File: src/rtl/vrp_pkg.sv
// Package for the vertex rotate and project block: payload types, register
// codes, datapath widths and the sine table.
// Depends on nothing; every other file of the block imports it.
package vrp_pkg;

    // Angle resolution and the quarter turn that turns sine into cosine.
    localparam int ANGLE_STEPS = 256;
    localparam int ANGLE_W     = $clog2(ANGLE_STEPS);
    localparam logic [ANGLE_W-1:0] QUARTER_TURN = ANGLE_W'(ANGLE_STEPS / 4);

    // Configuration port.
    localparam int CFG_IDX_W  = 3;
    localparam int CFG_DATA_W = 8;
    localparam logic [CFG_IDX_W-1:0] CFG_VIEW_DIST = 3'd0;
    localparam logic [CFG_IDX_W-1:0] CFG_FOCAL     = 3'd1;
    localparam logic [CFG_IDX_W-1:0] CFG_NEAR      = 3'd2;
    localparam logic [CFG_IDX_W-1:0] CFG_CENTER_X  = 3'd3;
    localparam logic [CFG_IDX_W-1:0] CFG_CENTER_Y  = 3'd4;

    // Divider widths: magnitude of rot * focal is at most 2^14, depth is 1..254.
    localparam int DIV_NUM_W = 15;
    localparam int DIV_DEN_W = 8;

    typedef struct packed {
        logic signed [7:0] vert_x;
        logic signed [7:0] vert_y;
        logic signed [7:0] vert_z;
        logic [7:0]        angle_x;
        logic [7:0]        angle_y;
        logic [7:0]        angle_z;
    } t_vertex;

    typedef struct packed {
        logic signed [7:0] rot_x;
        logic signed [7:0] rot_y;
        logic signed [7:0] rot_z;
        logic signed [7:0] screen_x;
        logic signed [7:0] screen_y;
    } t_result;

    // Sine table, amplitude 110, one full turn.
    localparam logic signed [7:0] SINE_LUT [ANGLE_STEPS] = '{
        8'sd0, 8'sd2, 8'sd5, 8'sd8, 8'sd10, 8'sd13, 8'sd16, 8'sd18,
        8'sd21, 8'sd24, 8'sd26, 8'sd29, 8'sd31, 8'sd34, 8'sd37, 8'sd39,
        8'sd42, 8'sd44, 8'sd47, 8'sd49, 8'sd51, 8'sd54, 8'sd56, 8'sd58,
        8'sd61, 8'sd63, 8'sd65, 8'sd67, 8'sd69, 8'sd71, 8'sd73, 8'sd75,
        8'sd77, 8'sd79, 8'sd81, 8'sd83, 8'sd85, 8'sd86, 8'sd88, 8'sd89,
        8'sd91, 8'sd92, 8'sd94, 8'sd95, 8'sd97, 8'sd98, 8'sd99, 8'sd100,
        8'sd101, 8'sd102, 8'sd103, 8'sd104, 8'sd105, 8'sd106, 8'sd106, 8'sd107,
        8'sd107, 8'sd108, 8'sd108, 8'sd109, 8'sd109, 8'sd109, 8'sd109, 8'sd109,
        8'sd110, 8'sd109, 8'sd109, 8'sd109, 8'sd109, 8'sd109, 8'sd108, 8'sd108,
        8'sd107, 8'sd107, 8'sd106, 8'sd106, 8'sd105, 8'sd104, 8'sd103, 8'sd102,
        8'sd101, 8'sd100, 8'sd99, 8'sd98, 8'sd97, 8'sd95, 8'sd94, 8'sd92,
        8'sd91, 8'sd89, 8'sd88, 8'sd86, 8'sd85, 8'sd83, 8'sd81, 8'sd79,
        8'sd77, 8'sd75, 8'sd73, 8'sd71, 8'sd69, 8'sd67, 8'sd65, 8'sd63,
        8'sd61, 8'sd58, 8'sd56, 8'sd54, 8'sd51, 8'sd49, 8'sd47, 8'sd44,
        8'sd42, 8'sd39, 8'sd37, 8'sd34, 8'sd31, 8'sd29, 8'sd26, 8'sd24,
        8'sd21, 8'sd18, 8'sd16, 8'sd13, 8'sd10, 8'sd8, 8'sd5, 8'sd2,
        8'sd0, -8'sd2, -8'sd5, -8'sd8, -8'sd10, -8'sd13, -8'sd16, -8'sd18,
        -8'sd21, -8'sd24, -8'sd26, -8'sd29, -8'sd31, -8'sd34, -8'sd37, -8'sd39,
        -8'sd42, -8'sd44, -8'sd47, -8'sd49, -8'sd51, -8'sd54, -8'sd56, -8'sd58,
        -8'sd61, -8'sd63, -8'sd65, -8'sd67, -8'sd69, -8'sd71, -8'sd73, -8'sd75,
        -8'sd77, -8'sd79, -8'sd81, -8'sd83, -8'sd85, -8'sd86, -8'sd88, -8'sd89,
        -8'sd91, -8'sd92, -8'sd94, -8'sd95, -8'sd97, -8'sd98, -8'sd99, -8'sd100,
        -8'sd101, -8'sd102, -8'sd103, -8'sd104, -8'sd105, -8'sd106, -8'sd106, -8'sd107,
        -8'sd107, -8'sd108, -8'sd108, -8'sd109, -8'sd109, -8'sd109, -8'sd109, -8'sd109,
        -8'sd110, -8'sd109, -8'sd109, -8'sd109, -8'sd109, -8'sd109, -8'sd108, -8'sd108,
        -8'sd107, -8'sd107, -8'sd106, -8'sd106, -8'sd105, -8'sd104, -8'sd103, -8'sd102,
        -8'sd101, -8'sd100, -8'sd99, -8'sd98, -8'sd97, -8'sd95, -8'sd94, -8'sd92,
        -8'sd91, -8'sd89, -8'sd88, -8'sd86, -8'sd85, -8'sd83, -8'sd81, -8'sd79,
        -8'sd77, -8'sd75, -8'sd73, -8'sd71, -8'sd69, -8'sd67, -8'sd65, -8'sd63,
        -8'sd61, -8'sd58, -8'sd56, -8'sd54, -8'sd51, -8'sd49, -8'sd47, -8'sd44,
        -8'sd42, -8'sd39, -8'sd37, -8'sd34, -8'sd31, -8'sd29, -8'sd26, -8'sd24,
        -8'sd21, -8'sd18, -8'sd16, -8'sd13, -8'sd10, -8'sd8, -8'sd5, -8'sd2
    };

endpackage

File: src/rtl/vrp_in_if.sv
// Input channel of the vertex rotate and project block: one vertex per item.
// Depends on vrp_pkg for the payload type.
interface vrp_in_if;
    import vrp_pkg::*;

    logic    valid;
    logic    ready;
    t_vertex data;

    modport source (output valid, output data, input ready);
    modport sink   (input valid, input data, output ready);
endinterface

File: src/rtl/vrp_out_if.sv
// Output channel of the vertex rotate and project block: one result per item.
// Depends on vrp_pkg for the payload type.
interface vrp_out_if;
    import vrp_pkg::*;

    logic    valid;
    logic    ready;
    t_result data;

    modport source (output valid, output data, input ready);
    modport sink   (input valid, input data, output ready);
endinterface

File: src/rtl/vertex_rotate_project.sv
// Vertex rotate and project: top level with the rotation pipeline, the
// projection stages and two vrp_div dividers. Depends on vrp_pkg, vrp_in_if,
// vrp_out_if and vrp_div.
//
// Usage: each item on i_vert is one vertex with three angles. The block rotates
// it about X, Y and Z and projects it; one item on o_res carries the rotated
// coordinates and the screen position. Items are accepted when valid and
// ready are both high, one per cycle when the receiver keeps up.
// The accepting edge loads the first of eight stages of table lookup, products
// and sums; fifteen divider stages (one quotient bit per stage) and the output
// register follow. Throughput is one item per cycle while the receiver keeps up.
// When the receiver holds ready low with a result waiting, the whole pipeline
// freezes and i_vert.ready drops in the same cycle; nothing is lost or repeated.
// Configuration is written through i_cfg_we, i_cfg_idx and i_cfg_data; the
// user must write it only while the block is idle, which the block itself
// does not enforce. Writes to unused indices are ignored. Synchronous reset
// empties the pipeline and loads the register defaults (view distance 80,
// focal factor 60, near limit 10, centres 64).
module vertex_rotate_project (
    input  logic                          i_clk,
    input  logic                          i_rst_n,
    input  logic                          i_cfg_we,
    input  logic [vrp_pkg::CFG_IDX_W-1:0]  i_cfg_idx,
    input  logic [vrp_pkg::CFG_DATA_W-1:0] i_cfg_data,
    vrp_in_if.sink                        i_vert,
    vrp_out_if.source                     o_res
);
    import vrp_pkg::*;

    localparam int PRE_N = 8;

    typedef struct packed {
        logic signed [7:0] rx;
        logic signed [7:0] ry;
        logic signed [7:0] rz;
        logic              neg_x;
        logic              neg_y;
    } t_side;

    // Configuration registers.
    logic signed [7:0] r_view_dist;
    logic signed [7:0] r_focal;
    logic [6:0]        r_near;
    logic [6:0]        r_center_x;
    logic [6:0]        r_center_y;

    always_ff @(posedge i_clk) begin
        if (!i_rst_n) begin
            r_view_dist <= 8'sd80;
            r_focal     <= 8'sd60;
            r_near      <= 7'd10;
            r_center_x  <= 7'd64;
            r_center_y  <= 7'd64;
        end else if (i_cfg_we) begin
            case (i_cfg_idx)
                CFG_VIEW_DIST: r_view_dist <= i_cfg_data;
                CFG_FOCAL:     r_focal     <= i_cfg_data;
                CFG_NEAR:      r_near      <= i_cfg_data[6:0];
                CFG_CENTER_X:  r_center_x  <= i_cfg_data[6:0];
                CFG_CENTER_Y:  r_center_y  <= i_cfg_data[6:0];
                default: ;
            endcase
        end
    end

    // The pipeline moves as one whenever the output register can take an item.
    logic w_en;
    logic r_out_v;
    assign w_en = !r_out_v || o_res.ready;
    assign i_vert.ready = w_en;

    logic [PRE_N-1:0]     r_v;
    logic [DIV_NUM_W-1:0] r_dv;

    always_ff @(posedge i_clk) begin
        if (!i_rst_n) begin
            r_v     <= '0;
            r_dv    <= '0;
            r_out_v <= 1'b0;
        end else if (w_en) begin
            r_v     <= {r_v[PRE_N-2:0], i_vert.valid};
            r_dv    <= {r_dv[DIV_NUM_W-2:0], r_v[PRE_N-1]};
            r_out_v <= r_dv[DIV_NUM_W-1];
        end
    end

    // Stage 1: register the vertex and look up sine and cosine.
    logic signed [7:0] r1_x, r1_y, r1_z;
    logic signed [7:0] r1_sx, r1_cx, r1_sy, r1_cy, r1_sz, r1_cz;

    always_ff @(posedge i_clk) begin
        if (w_en) begin
            r1_x  <= i_vert.data.vert_x;
            r1_y  <= i_vert.data.vert_y;
            r1_z  <= i_vert.data.vert_z;
            r1_sx <= SINE_LUT[i_vert.data.angle_x];
            r1_cx <= SINE_LUT[ANGLE_W'(i_vert.data.angle_x + QUARTER_TURN)];
            r1_sy <= SINE_LUT[i_vert.data.angle_y];
            r1_cy <= SINE_LUT[ANGLE_W'(i_vert.data.angle_y + QUARTER_TURN)];
            r1_sz <= SINE_LUT[i_vert.data.angle_z];
            r1_cz <= SINE_LUT[ANGLE_W'(i_vert.data.angle_z + QUARTER_TURN)];
        end
    end

    // Stage 2: products of the X rotation.
    logic signed [15:0] r2_ycx, r2_zsx, r2_ysx, r2_zcx;
    logic signed [7:0]  r2_x, r2_sy, r2_cy, r2_sz, r2_cz;

    always_ff @(posedge i_clk) begin
        if (w_en) begin
            r2_ycx <= 16'(r1_y) * 16'(r1_cx);
            r2_zsx <= 16'(r1_z) * 16'(r1_sx);
            r2_ysx <= 16'(r1_y) * 16'(r1_sx);
            r2_zcx <= 16'(r1_z) * 16'(r1_cx);
            r2_x   <= r1_x;
            r2_sy  <= r1_sy;
            r2_cy  <= r1_cy;
            r2_sz  <= r1_sz;
            r2_cz  <= r1_cz;
        end
    end

    // Stage 3: sums of the X rotation, floor shift by 7.
    logic signed [16:0] w3_y, w3_z;
    logic signed [9:0]  r3_y, r3_z;
    logic signed [7:0]  r3_x, r3_sy, r3_cy, r3_sz, r3_cz;

    assign w3_y = 17'(r2_ycx) - 17'(r2_zsx);
    assign w3_z = 17'(r2_ysx) + 17'(r2_zcx);

    always_ff @(posedge i_clk) begin
        if (w_en) begin
            r3_y  <= 10'(w3_y >>> 7);
            r3_z  <= 10'(w3_z >>> 7);
            r3_x  <= r2_x;
            r3_sy <= r2_sy;
            r3_cy <= r2_cy;
            r3_sz <= r2_sz;
            r3_cz <= r2_cz;
        end
    end

    // Stage 4: products of the Y rotation.
    logic signed [17:0] r4_xcy, r4_zsy, r4_xsy, r4_zcy;
    logic signed [9:0]  r4_y;
    logic signed [7:0]  r4_sz, r4_cz;

    always_ff @(posedge i_clk) begin
        if (w_en) begin
            r4_xcy <= 18'(r3_x) * 18'(r3_cy);
            r4_zsy <= 18'(r3_z) * 18'(r3_sy);
            r4_xsy <= 18'(r3_x) * 18'(r3_sy);
            r4_zcy <= 18'(r3_z) * 18'(r3_cy);
            r4_y   <= r3_y;
            r4_sz  <= r3_sz;
            r4_cz  <= r3_cz;
        end
    end

    // Stage 5: sums of the Y rotation.
    logic signed [18:0] w5_x, w5_z;
    logic signed [9:0]  r5_x, r5_z, r5_y;
    logic signed [7:0]  r5_sz, r5_cz;

    assign w5_x = 19'(r4_xcy) + 19'(r4_zsy);
    assign w5_z = 19'(r4_zcy) - 19'(r4_xsy);

    always_ff @(posedge i_clk) begin
        if (w_en) begin
            r5_x  <= 10'(w5_x >>> 7);
            r5_z  <= 10'(w5_z >>> 7);
            r5_y  <= r4_y;
            r5_sz <= r4_sz;
            r5_cz <= r4_cz;
        end
    end

    // Stage 6: products of the Z rotation; z is final after the Y rotation.
    logic signed [17:0] r6_xcz, r6_ysz, r6_xsz, r6_ycz;
    logic signed [7:0]  r6_rz;

    always_ff @(posedge i_clk) begin
        if (w_en) begin
            r6_xcz <= 18'(r5_x) * 18'(r5_cz);
            r6_ysz <= 18'(r5_y) * 18'(r5_sz);
            r6_xsz <= 18'(r5_x) * 18'(r5_sz);
            r6_ycz <= 18'(r5_y) * 18'(r5_cz);
            r6_rz  <= 8'(r5_z);
        end
    end

    // Stage 7: sums of the Z rotation and the clamped depth.
    logic signed [18:0] w7_x, w7_y;
    logic signed [8:0]  w7_d;
    logic [6:0]         w7_lim;
    logic signed [7:0]  r7_rx, r7_ry, r7_rz;
    logic [7:0]         r7_depth;

    assign w7_x   = 19'(r6_xcz) - 19'(r6_ysz);
    assign w7_y   = 19'(r6_xsz) + 19'(r6_ycz);
    assign w7_d   = 9'(r6_rz) + 9'(r_view_dist);
    assign w7_lim = (r_near == 7'd0) ? 7'd1 : r_near;

    always_ff @(posedge i_clk) begin
        if (w_en) begin
            r7_rx    <= 8'(w7_x >>> 7);
            r7_ry    <= 8'(w7_y >>> 7);
            r7_rz    <= r6_rz;
            r7_depth <= (w7_d < $signed({2'b00, w7_lim})) ? {1'b0, w7_lim} : w7_d[7:0];
        end
    end

    // Stage 8: numerators and their magnitudes for the dividers.
    logic signed [15:0]   w8_px, w8_py;
    logic [DIV_NUM_W-1:0] r8_mx, r8_my;
    logic [7:0]           r8_depth;
    t_side                r8_side;

    assign w8_px = 16'(r7_rx) * 16'(r_focal);
    assign w8_py = 16'(r7_ry) * 16'(r_focal);

    always_ff @(posedge i_clk) begin
        if (w_en) begin
            r8_mx         <= DIV_NUM_W'(w8_px[15] ? -w8_px : w8_px);
            r8_my         <= DIV_NUM_W'(w8_py[15] ? -w8_py : w8_py);
            r8_depth      <= r7_depth;
            r8_side.rx    <= r7_rx;
            r8_side.ry    <= r7_ry;
            r8_side.rz    <= r7_rz;
            r8_side.neg_x <= w8_px[15];
            r8_side.neg_y <= w8_py[15];
        end
    end

    // Dividers, with the side data running alongside.
    logic [DIV_NUM_W-1:0] w_qx, w_qy;
    t_side                r_sd [DIV_NUM_W];

    vrp_div #(.NUM_W(DIV_NUM_W), .DEN_W(DIV_DEN_W)) u_div_x (
        .i_clk (i_clk),
        .i_en  (w_en),
        .i_num (r8_mx),
        .i_den (r8_depth),
        .o_quo (w_qx)
    );

    vrp_div #(.NUM_W(DIV_NUM_W), .DEN_W(DIV_DEN_W)) u_div_y (
        .i_clk (i_clk),
        .i_en  (w_en),
        .i_num (r8_my),
        .i_den (r8_depth),
        .o_quo (w_qy)
    );

    always_ff @(posedge i_clk) begin
        if (w_en) begin
            r_sd[0] <= r8_side;
            for (int k = 1; k < DIV_NUM_W; k++) begin
                r_sd[k] <= r_sd[k-1];
            end
        end
    end

    // Output register: restore the quotient signs and add the centres, wrapping.
    t_side      w_s;
    logic [7:0] w_qx8, w_qy8;
    t_result    r_out;

    assign w_s   = r_sd[DIV_NUM_W-1];
    assign w_qx8 = w_s.neg_x ? 8'(-w_qx) : w_qx[7:0];
    assign w_qy8 = w_s.neg_y ? 8'(-w_qy) : w_qy[7:0];

    always_ff @(posedge i_clk) begin
        if (w_en) begin
            r_out.rot_x    <= w_s.rx;
            r_out.rot_y    <= w_s.ry;
            r_out.rot_z    <= w_s.rz;
            r_out.screen_x <= {1'b0, r_center_x} + w_qx8;
            r_out.screen_y <= {1'b0, r_center_y} - w_qy8;
        end
    end

    assign o_res.valid = r_out_v;
    assign o_res.data  = r_out;

    // A stall freezes every valid bit of the pipeline.
    a_stall_freezes: assert property (@(posedge i_clk) disable iff (!i_rst_n)
        !w_en |=> ($stable(r_v) && $stable(r_dv)))
        else $error("pipeline valid bits moved during a stall");

    // The divisor handed to the dividers is never zero.
    a_depth_nonzero: assert property (@(posedge i_clk) disable iff (!i_rst_n)
        r_v[PRE_N-2] |-> (r7_depth != 8'd0))
        else $error("clamped depth is zero");

    // A result leaves only for an item that entered the divider chain earlier.
    a_out_from_div: assert property (@(posedge i_clk) disable iff (!i_rst_n)
        ($rose(r_out_v)) |-> $past(r_dv[DIV_NUM_W-1]))
        else $error("result appeared without an item behind it");

    // Reset empties the output register.
    a_reset_empty: assert property (@(posedge i_clk)
        !i_rst_n |=> !r_out_v)
        else $error("output valid after reset");
endmodule

File: src/rtl/vrp_div.sv
// Pipelined unsigned restoring divider, one quotient bit per register stage.
// Depends on vrp_pkg for the default widths.
module vrp_div #(
    parameter int NUM_W = vrp_pkg::DIV_NUM_W,
    parameter int DEN_W = vrp_pkg::DIV_DEN_W
) (
    input  logic             i_clk,
    input  logic             i_en,
    input  logic [NUM_W-1:0] i_num,
    input  logic [DEN_W-1:0] i_den,
    output logic [NUM_W-1:0] o_quo
);
    import vrp_pkg::*;

    logic [NUM_W-1:0] r_num [NUM_W];
    logic [DEN_W-1:0] r_rem [NUM_W];
    logic [DEN_W-1:0] r_den [NUM_W];
    logic [NUM_W-1:0] n_num [NUM_W];
    logic [DEN_W-1:0] n_rem [NUM_W];
    logic [NUM_W-1:0] w_pn  [NUM_W];
    logic [DEN_W-1:0] w_pr  [NUM_W];
    logic [DEN_W-1:0] w_pd  [NUM_W];
    logic [DEN_W:0]   w_rs  [NUM_W];
    logic             w_ge  [NUM_W];

    // Each stage shifts one dividend bit into the remainder and subtracts if it can.
    always_comb begin
        for (int k = 0; k < NUM_W; k++) begin
            if (k == 0) begin
                w_pn[k] = i_num;
                w_pr[k] = '0;
                w_pd[k] = i_den;
            end else begin
                w_pn[k] = r_num[k-1];
                w_pr[k] = r_rem[k-1];
                w_pd[k] = r_den[k-1];
            end
            w_rs[k] = {w_pr[k], w_pn[k][NUM_W-1]};
            w_ge[k] = (w_rs[k] >= {1'b0, w_pd[k]});
            n_rem[k] = w_ge[k] ? DEN_W'(w_rs[k] - {1'b0, w_pd[k]}) : DEN_W'(w_rs[k]);
            n_num[k] = {w_pn[k][NUM_W-2:0], w_ge[k]};
        end
    end

    always_ff @(posedge i_clk) begin
        if (i_en) begin
            for (int k = 0; k < NUM_W; k++) begin
                r_num[k] <= n_num[k];
                r_rem[k] <= n_rem[k];
                r_den[k] <= w_pd[k];
            end
        end
    end

    // After the last stage the shifted dividend has become the quotient.
    assign o_quo = r_num[NUM_W-1];
endmodule

File: src/flat_wrapper.sv
// flat-port wrapper written by rule: the top's interface ports become plain ports
module vertex_rotate_project_flat import vrp_pkg::*;
  (i_clk, i_rst_n, i_cfg_we, i_cfg_idx, i_cfg_data, i_vert_valid, i_vert_data, i_vert_ready, o_res_valid, o_res_data, o_res_ready);
  vrp_in_if i_vert_i ();
  vrp_out_if o_res_i ();
  input  logic i_clk;
  input  logic i_rst_n;
  input  logic i_cfg_we;
  input  logic [vrp_pkg::CFG_IDX_W-1:0] i_cfg_idx;
  input  logic [vrp_pkg::CFG_DATA_W-1:0] i_cfg_data;
  input wire logic [$bits(i_vert_i.valid)-1:0] i_vert_valid;
  input wire logic [$bits(i_vert_i.data)-1:0] i_vert_data;
  output wire logic [$bits(i_vert_i.ready)-1:0] i_vert_ready;
  output wire logic [$bits(o_res_i.valid)-1:0] o_res_valid;
  output wire logic [$bits(o_res_i.data)-1:0] o_res_data;
  input wire logic [$bits(o_res_i.ready)-1:0] o_res_ready;
  assign i_vert_i.valid = i_vert_valid;
  assign i_vert_i.data = i_vert_data;
  assign i_vert_ready = i_vert_i.ready;
  assign o_res_valid = o_res_i.valid;
  assign o_res_data = o_res_i.data;
  assign o_res_i.ready = o_res_ready;
  vertex_rotate_project u_core (.i_clk(i_clk), .i_rst_n(i_rst_n), .i_cfg_we(i_cfg_we), .i_cfg_idx(i_cfg_idx), .i_cfg_data(i_cfg_data), .i_vert(i_vert_i), .o_res(o_res_i));
endmodule
File: config.mk
export PLATFORM = sky130hd
export DESIGN_NAME = vertex_rotate_project_flat
export DESIGN_NICKNAME = d
export VERILOG_FILES = /design/src/rtl/vrp_pkg.sv /design/src/rtl/vrp_in_if.sv /design/src/rtl/vrp_out_if.sv /design/src/rtl/vertex_rotate_project.sv /design/src/rtl/vrp_div.sv /design/src/flat_wrapper.sv
export SDC_FILE = /design/constraint.sdc
export NUM_CORES = 2
export LEC_CHECK = 0
export BUFFER_PORTS_ARGS = -buffer_cell sky130_fd_sc_hd__buf_4
export CAP_MARGIN = 15
export CORE_ASPECT_RATIO = 1.2
export CORE_MARGIN = 2
export CORE_UTILIZATION = 59
export DETAILED_ROUTE_END_ITERATION = 10
export PLACE_DENSITY_LB_ADDON = 0.3
export SETUP_SLACK_MARGIN = 0.3
export SLEW_MARGIN = 10
export SYNTH_ARGS = -nofsm -noshare
export SYNTH_HDL_FRONTEND = slang
export SYNTH_SLANG_ARGS = --single-unit
File: constraint.sdc
create_clock -name i_clk -period 169 [get_ports i_clk]
set_clock_uncertainty 0.2 [all_clocks]
set_input_delay 16.9 -clock i_clk [delete_from_list [all_inputs] [get_ports i_clk]]
set_output_delay 16.9 -clock i_clk [all_outputs]
set_load 0.005 [all_outputs]
; Yosys cells after proc, flatten, opt, wreduce, memory -nomap -nowiden
; Memories as Yosys holds them, arrays and structs flattened. A register that Yosys moved wholly into a read port is not among the register bits.
; Cells that the tools add are included.
[totals]
inputBits = 64
reg_bits = 586
mem_bits_ro = 12288
n_memories = 13
ram_bits = 1320
output_inout_bits = 42
elab_cells = 223
[mem_list]
columns = memory, depth, word_bits, read_ports, rd_clocked_by_memory_dff, wr, line_no
row1 = (no name shown), 256, 8, 1, 1, 0, vertex_rotate_project.sv:101  ; r1_cz <= SINE_LUT[ANGLE_W'(i_vert.data.angle_z + QUARTER_TURN)];
row2 = (no name shown), 256, 8, 1, 1, 0, vertex_rotate_project.sv:100  ; r1_sz <= SINE_LUT[i_vert.data.angle_z];
row3 = (no name shown), 256, 8, 1, 1, 0, vertex_rotate_project.sv:97  ; r1_cx <= SINE_LUT[ANGLE_W'(i_vert.data.angle_x + QUARTER_TURN)];
row4 = (no name shown), 256, 8, 1, 1, 0, vertex_rotate_project.sv:98  ; r1_sy <= SINE_LUT[i_vert.data.angle_y];
row5 = (no name shown), 256, 8, 1, 1, 0, vertex_rotate_project.sv:99  ; r1_cy <= SINE_LUT[ANGLE_W'(i_vert.data.angle_y + QUARTER_TURN)];
row6 = (no name shown), 256, 8, 1, 1, 0, vertex_rotate_project.sv:96  ; r1_sx <= SINE_LUT[i_vert.data.angle_x];
row7 = +7 memories, --, --, --, --, --, --
[classes]
n_bitwise = 6
n_mux = 38
reduce_logical = 9
order_cmp = 31
n_addsub = 46
multipliers = 14
n_eq_ne = 4
[op_table]
columns = op, count
row1 = 8-bit 2-to-1 mux, 32
row2 = 9-bit by 8-bit greater-or-equal comparator with 1-bit output, 28
row3 = 8-bit subtractor, 28
row4 = 8-bit by 8-bit multiplier with 16-bit output, 7
row5 = 10-bit by 8-bit multiplier with 15-bit output, 5
row6 = 8-bit NOT with 9-bit output, 6
row7 = 15-bit 2-to-1 mux, 2
row8 = 15-bit negation, 2
row9 = 15-bit subtractor, 2
row10 = 8-bit by 7-bit adder with 8-bit output (second input constant), 3
row11 = 16-bit by 16-bit adder with 17-bit output, 1
row12 = 16-bit by 17-bit adder with 17-bit output, 1
row13 = 10-bit by 8-bit multiplier with 17-bit output, 1
row14 = 16-bit by 16-bit subtractor with 17-bit output, 1
row15 = 1-bit by 8-bit greater-or-equal comparator with 1-bit output, 2
row16 = 8-bit negation, 2
row17 = 1-bit by 8-bit subtractor with 8-bit output, 2
row18 = 15-bit adder, 1
row19 = 8-bit by 8-bit multiplier with 15-bit output, 1
row20 = 7-bit 2-to-1 mux, 2
row21 = 2-bit AND reduction, 5
row22 = 8-bit by 8-bit adder with 9-bit output, 1
row23 = 9-bit by 8-bit < comparator with 1-bit output, 1
row24 = 7-bit by 8-bit adder with 8-bit output, 1
row25 = other kinds (9), 11

; Logic depth before layout (Yosys ltp)
[depth]
ltp_word = 4
mapped_depth = 20
depth_no_buf = 18

; Modules after synthesis
; A second synthesis with hierarchy kept.
[unflattened]
cells_unflattened = 9438
area_unflattened_um2 = 116052.6
[modules_own_cells]
columns = mod, area_per_inst_um2, seq_area_each_um2, cells_each, n_inst
row1 = vertex_rotate_project, 76417.0, 30138.9, 6752, 1
row2 = vrp_div at u_core.u_div_x, 19999.2, 13482.9, 1362, 1
row3 = vrp_div at u_core.u_div_y, 19636.3, 13482.9, 1324, 1

; Worst setup path after synthesis
; No wires, ideal clock.
[synth_path]
path_type = input to output
start = input o_res_ready
end = output i_vert_ready
path_buffers = 2
setup_slack_ns = 92.147
required_ns = 151.900
t_arrival_ns = 59.753
cell_stages = 4
path_cell_list = nor2b_1 clkbuf_1 inv_1 buf_1
[synth_between]
elab_chain_cells = 1
[synth_lines]
columns = element, line_no
row1 = from (decl), flat_wrapper.sv:16  ; input wire logic [$bits(o_res_i.ready)-1:0] o_res_ready;
row2 = 1-bit logical OR, vertex_rotate_project.sv:69  ; assign w_en = !r_out_v || o_res.ready;
row3 = to (decl), flat_wrapper.sv:13  ; output wire logic [$bits(i_vert_i.ready)-1:0] i_vert_ready;
; Every way passes these cells.

; Final worst setup path
; Same ends and word-level chain as after synthesis.

==> results.yml <==
status:
  status: "completed"
die:
  start_util_pct: 59.5
  die_area_sq_um: 184000
  core_area_sq_um: 179000
  fp.dieW_um: 392
  die_h_um: 470
  rows: 170
  io-pin-count: 106
placement:
  gp_congestion: 0.866
  dp_hpwl_um: 148000
  io_buffers: 105
global_route:
  grt_antenna_before_repair: 2
  grt_first_pass_wirelength_um: 336000
  grt.total_usage_pct: 22.7
  overflow: 0
  first_global_vias: 67600
  grt_max_degree: 190
synthesis:
  synth_area_sq_um: 107000
  syn_inst: 8886
  synth_area_per_cell_sq_um: 12.0
  synthDistinctLibCells: 83
  synth.ff_latch_count: 1642
  synth-seq-area-share_pct: 45.7
  synth_edf_count: 1581
  synth-async-reset-ratio_pct: 0
  syn-num-nets: 10500
  yosys_warnings: 0
  synthFlopType: "edfxtp_1"
final_layout:
  multi_input_area_sq_um: 52100
  syn_to_final_growth_pct: 8.31
  fillers: 13400
  drive_above_1_share_pct: 7.34
  seqCellArea_sq_um: 48700
  nNetsFinal: 10600
critical_path:
  start_kind: "input pin"
  cpPeakStageDelay_ns: 0.82
  critical_path.max_fanout: 25
  cp-startpoint: "o_res_ready"
  cp_slowest_cell: "nor2b_2"
  r2r-start: "u_core.r_focal[3]"
  path_class: "in2out"
  arrival_ns: 18.39
  path_cells: "buf_4, nor2b_2, inv_8, buf_4"
  cp.required_ns: 151.90
  cp_common_cell: "buf_4"
  end_kind: "output pin"
sta:
  relSlewSlack_pct: 28.6
  clock.fmax_mhz: 28.2
  period_needed_ns: 35.49
  finalSetupViolCount: 0
  rsz0062_at_grt: "no"
  setup_tns_ns: 0
  drv_slew: 0
  period_share_pct: 21.0
  hold_viol_final: 0
  worst_pin_slew_ns: 1.07
detailed_routing:
  drc: 0
  dr.pass1.iters: 5
  postRouteAntennaNets: 0
  post_drt_wl_per_cell_um: 17.7
  num_vias: 63600
  post_drt_via_cell_ratio: 5.54
  totalWireLength_um: 203000
  drt_iter0_drc: 3471
min_path:
  min_path_type: "reg2reg"
  min-delay-start: "u_core.r2_sy[5]"
cts:
  clock-sinks: 1642
  cts_max_level: 4
  post_cts_resized: 0
  path_clk_slew_ns: 0.06
  cts_tree: "built"
  cts_hold_buf: 0
  cts_buffers: 162
  post_cts_buffers: 0
  root_buffer: "clkbuf_16"
  clk_latency_ns: 0.83
  clockBufferDepth: 3
run:
  max_cap_viol_count: 0
[per-layer routing]
| metal | routed length, um | GRT usage, % |
|---|---|---|
| met3 | 7780 | 3.00 |
| met2 | 106000 | 40.8 |
| met1 | 80500 | 27.1 |
| met4 | 9000 | 9.87 |
| met5 | 7 | 0 |
[layout by cell type (no fill, tap or decap), types with 282 or more instances in the layout]
cell,netlist,routed
fa_1,805,805
and2_1,592,592
inv_1,1280,1279
nand2_1,605,605
ha_1,786,786
a21oi_1,282,282
edfxtp_1,1581,1581
xnor2_1,323,323
nor2_1,352,352
o21ai_0,326,326
[worst max-delay path, delay by kind of cell]
kind	cells	cell delay [ns]
buf+inv	3	0.61
simple gates	1	0.82
[kinds of logic (layout without fill, tap and decap cells)]
logic type               Yosys count  in the layout  share of synthesized area (%)
other                              0              2                              0
AND/OR/NAND/NOR                 2156           2156                           10.3
AO/OA/AOI/OAI                   1235           1235                           7.53
adder cells (fa/ha/maj)         1592           1592                           24.3
XOR/XNOR                         427            427                           3.52
buffers and inverters           1542           1722                           5.44
multiplexers                     292            292                           3.17
flip-flops                      1642           1642                           45.7
[state kept, by name, summed over array words and instances (netlist names), 16 cells and up]
name and count:
u_core.u_div_y.r_num 141, u_core.r2_ycx 16, u_core.o_res.data 40, u_core.u_div_x.r_rem 112
u_core.r2_zsx 16, u_core.r_sd 390, u_core.r2_zcx 16, u_core.u_div_x.r_num 141
u_core.r2_ysx 16, u_core.u_div_y.r_den 49, u_core.u_div_y.r_rem 112, u_core.r4_xcy 16
u_core.r4_zsy 17, u_core.r8_side 26, u_core.u_div_x.r_den 63
[metrics by stage]
step                hold WS (ns)  std cells  util, %  area, sq um  worst slack [ns]
CTS                        0.189      11500     64.5       115000            133.51
global route               0.198      11500     64.5       115000            133.39
floorplan                  0.200       8886        -       107000             92.15
detailed placement         0.205      11200     61.3       110000            133.53
finish                     0.194      11500     64.5       115000            133.52
global placement           0.200      11200     61.3       110000            133.56
[path summary, 6_finish.rpt]
path | endpoint | slack, ns | depth (start not counted)
max | i_vert_ready | 133.52 | 4
max reg2reg | u_core.r8_mx[11] | 162.63 | 16
min | u_core.r3_sy[5] | 0.19 | 0
min reg2reg | u_core.r3_sy[5] | 0.19 | 0
[synth_stat cells, types with 102 or more instances]
library cell / count / area, sq um
clkbuf_1: 216 / 811
nor2_1: 352 / 1320
and2_1: 592 / 3700
xor2_1: 102 / 893
o21ai_0: 326 / 1630
a21oi_1: 282 / 1410
mux2i_1: 120 / 1200
a21o_1: 115 / 863
xnor2_1: 323 / 2830
inv_1: 1280 / 4800
nand2b_1: 163 / 1020
nand2_1: 605 / 2270
ha_1: 786 / 9830
fa_1: 805 / 16100
mux2_2: 151 / 1700
edfxtp_1: 1581 / 47500
[area by class of cell]
class | instances | area share [%]
Multi-Input combinational cell | 5702 | 45.1
Clock inverter | 114 | 1.24
Antenna cell | 2 | 0.00433
Tap cell | 2408 | 2.61
Inverter | 1284 | 4.18
Clock buffer | 189 | 3.74
Timing Repair Buffer | 135 | 0.921
Sequential cell | 1642 | 42.2
Power is not shown: default switching activity piles up to over one toggle a cycle in this logic, so the estimate is an artifact.
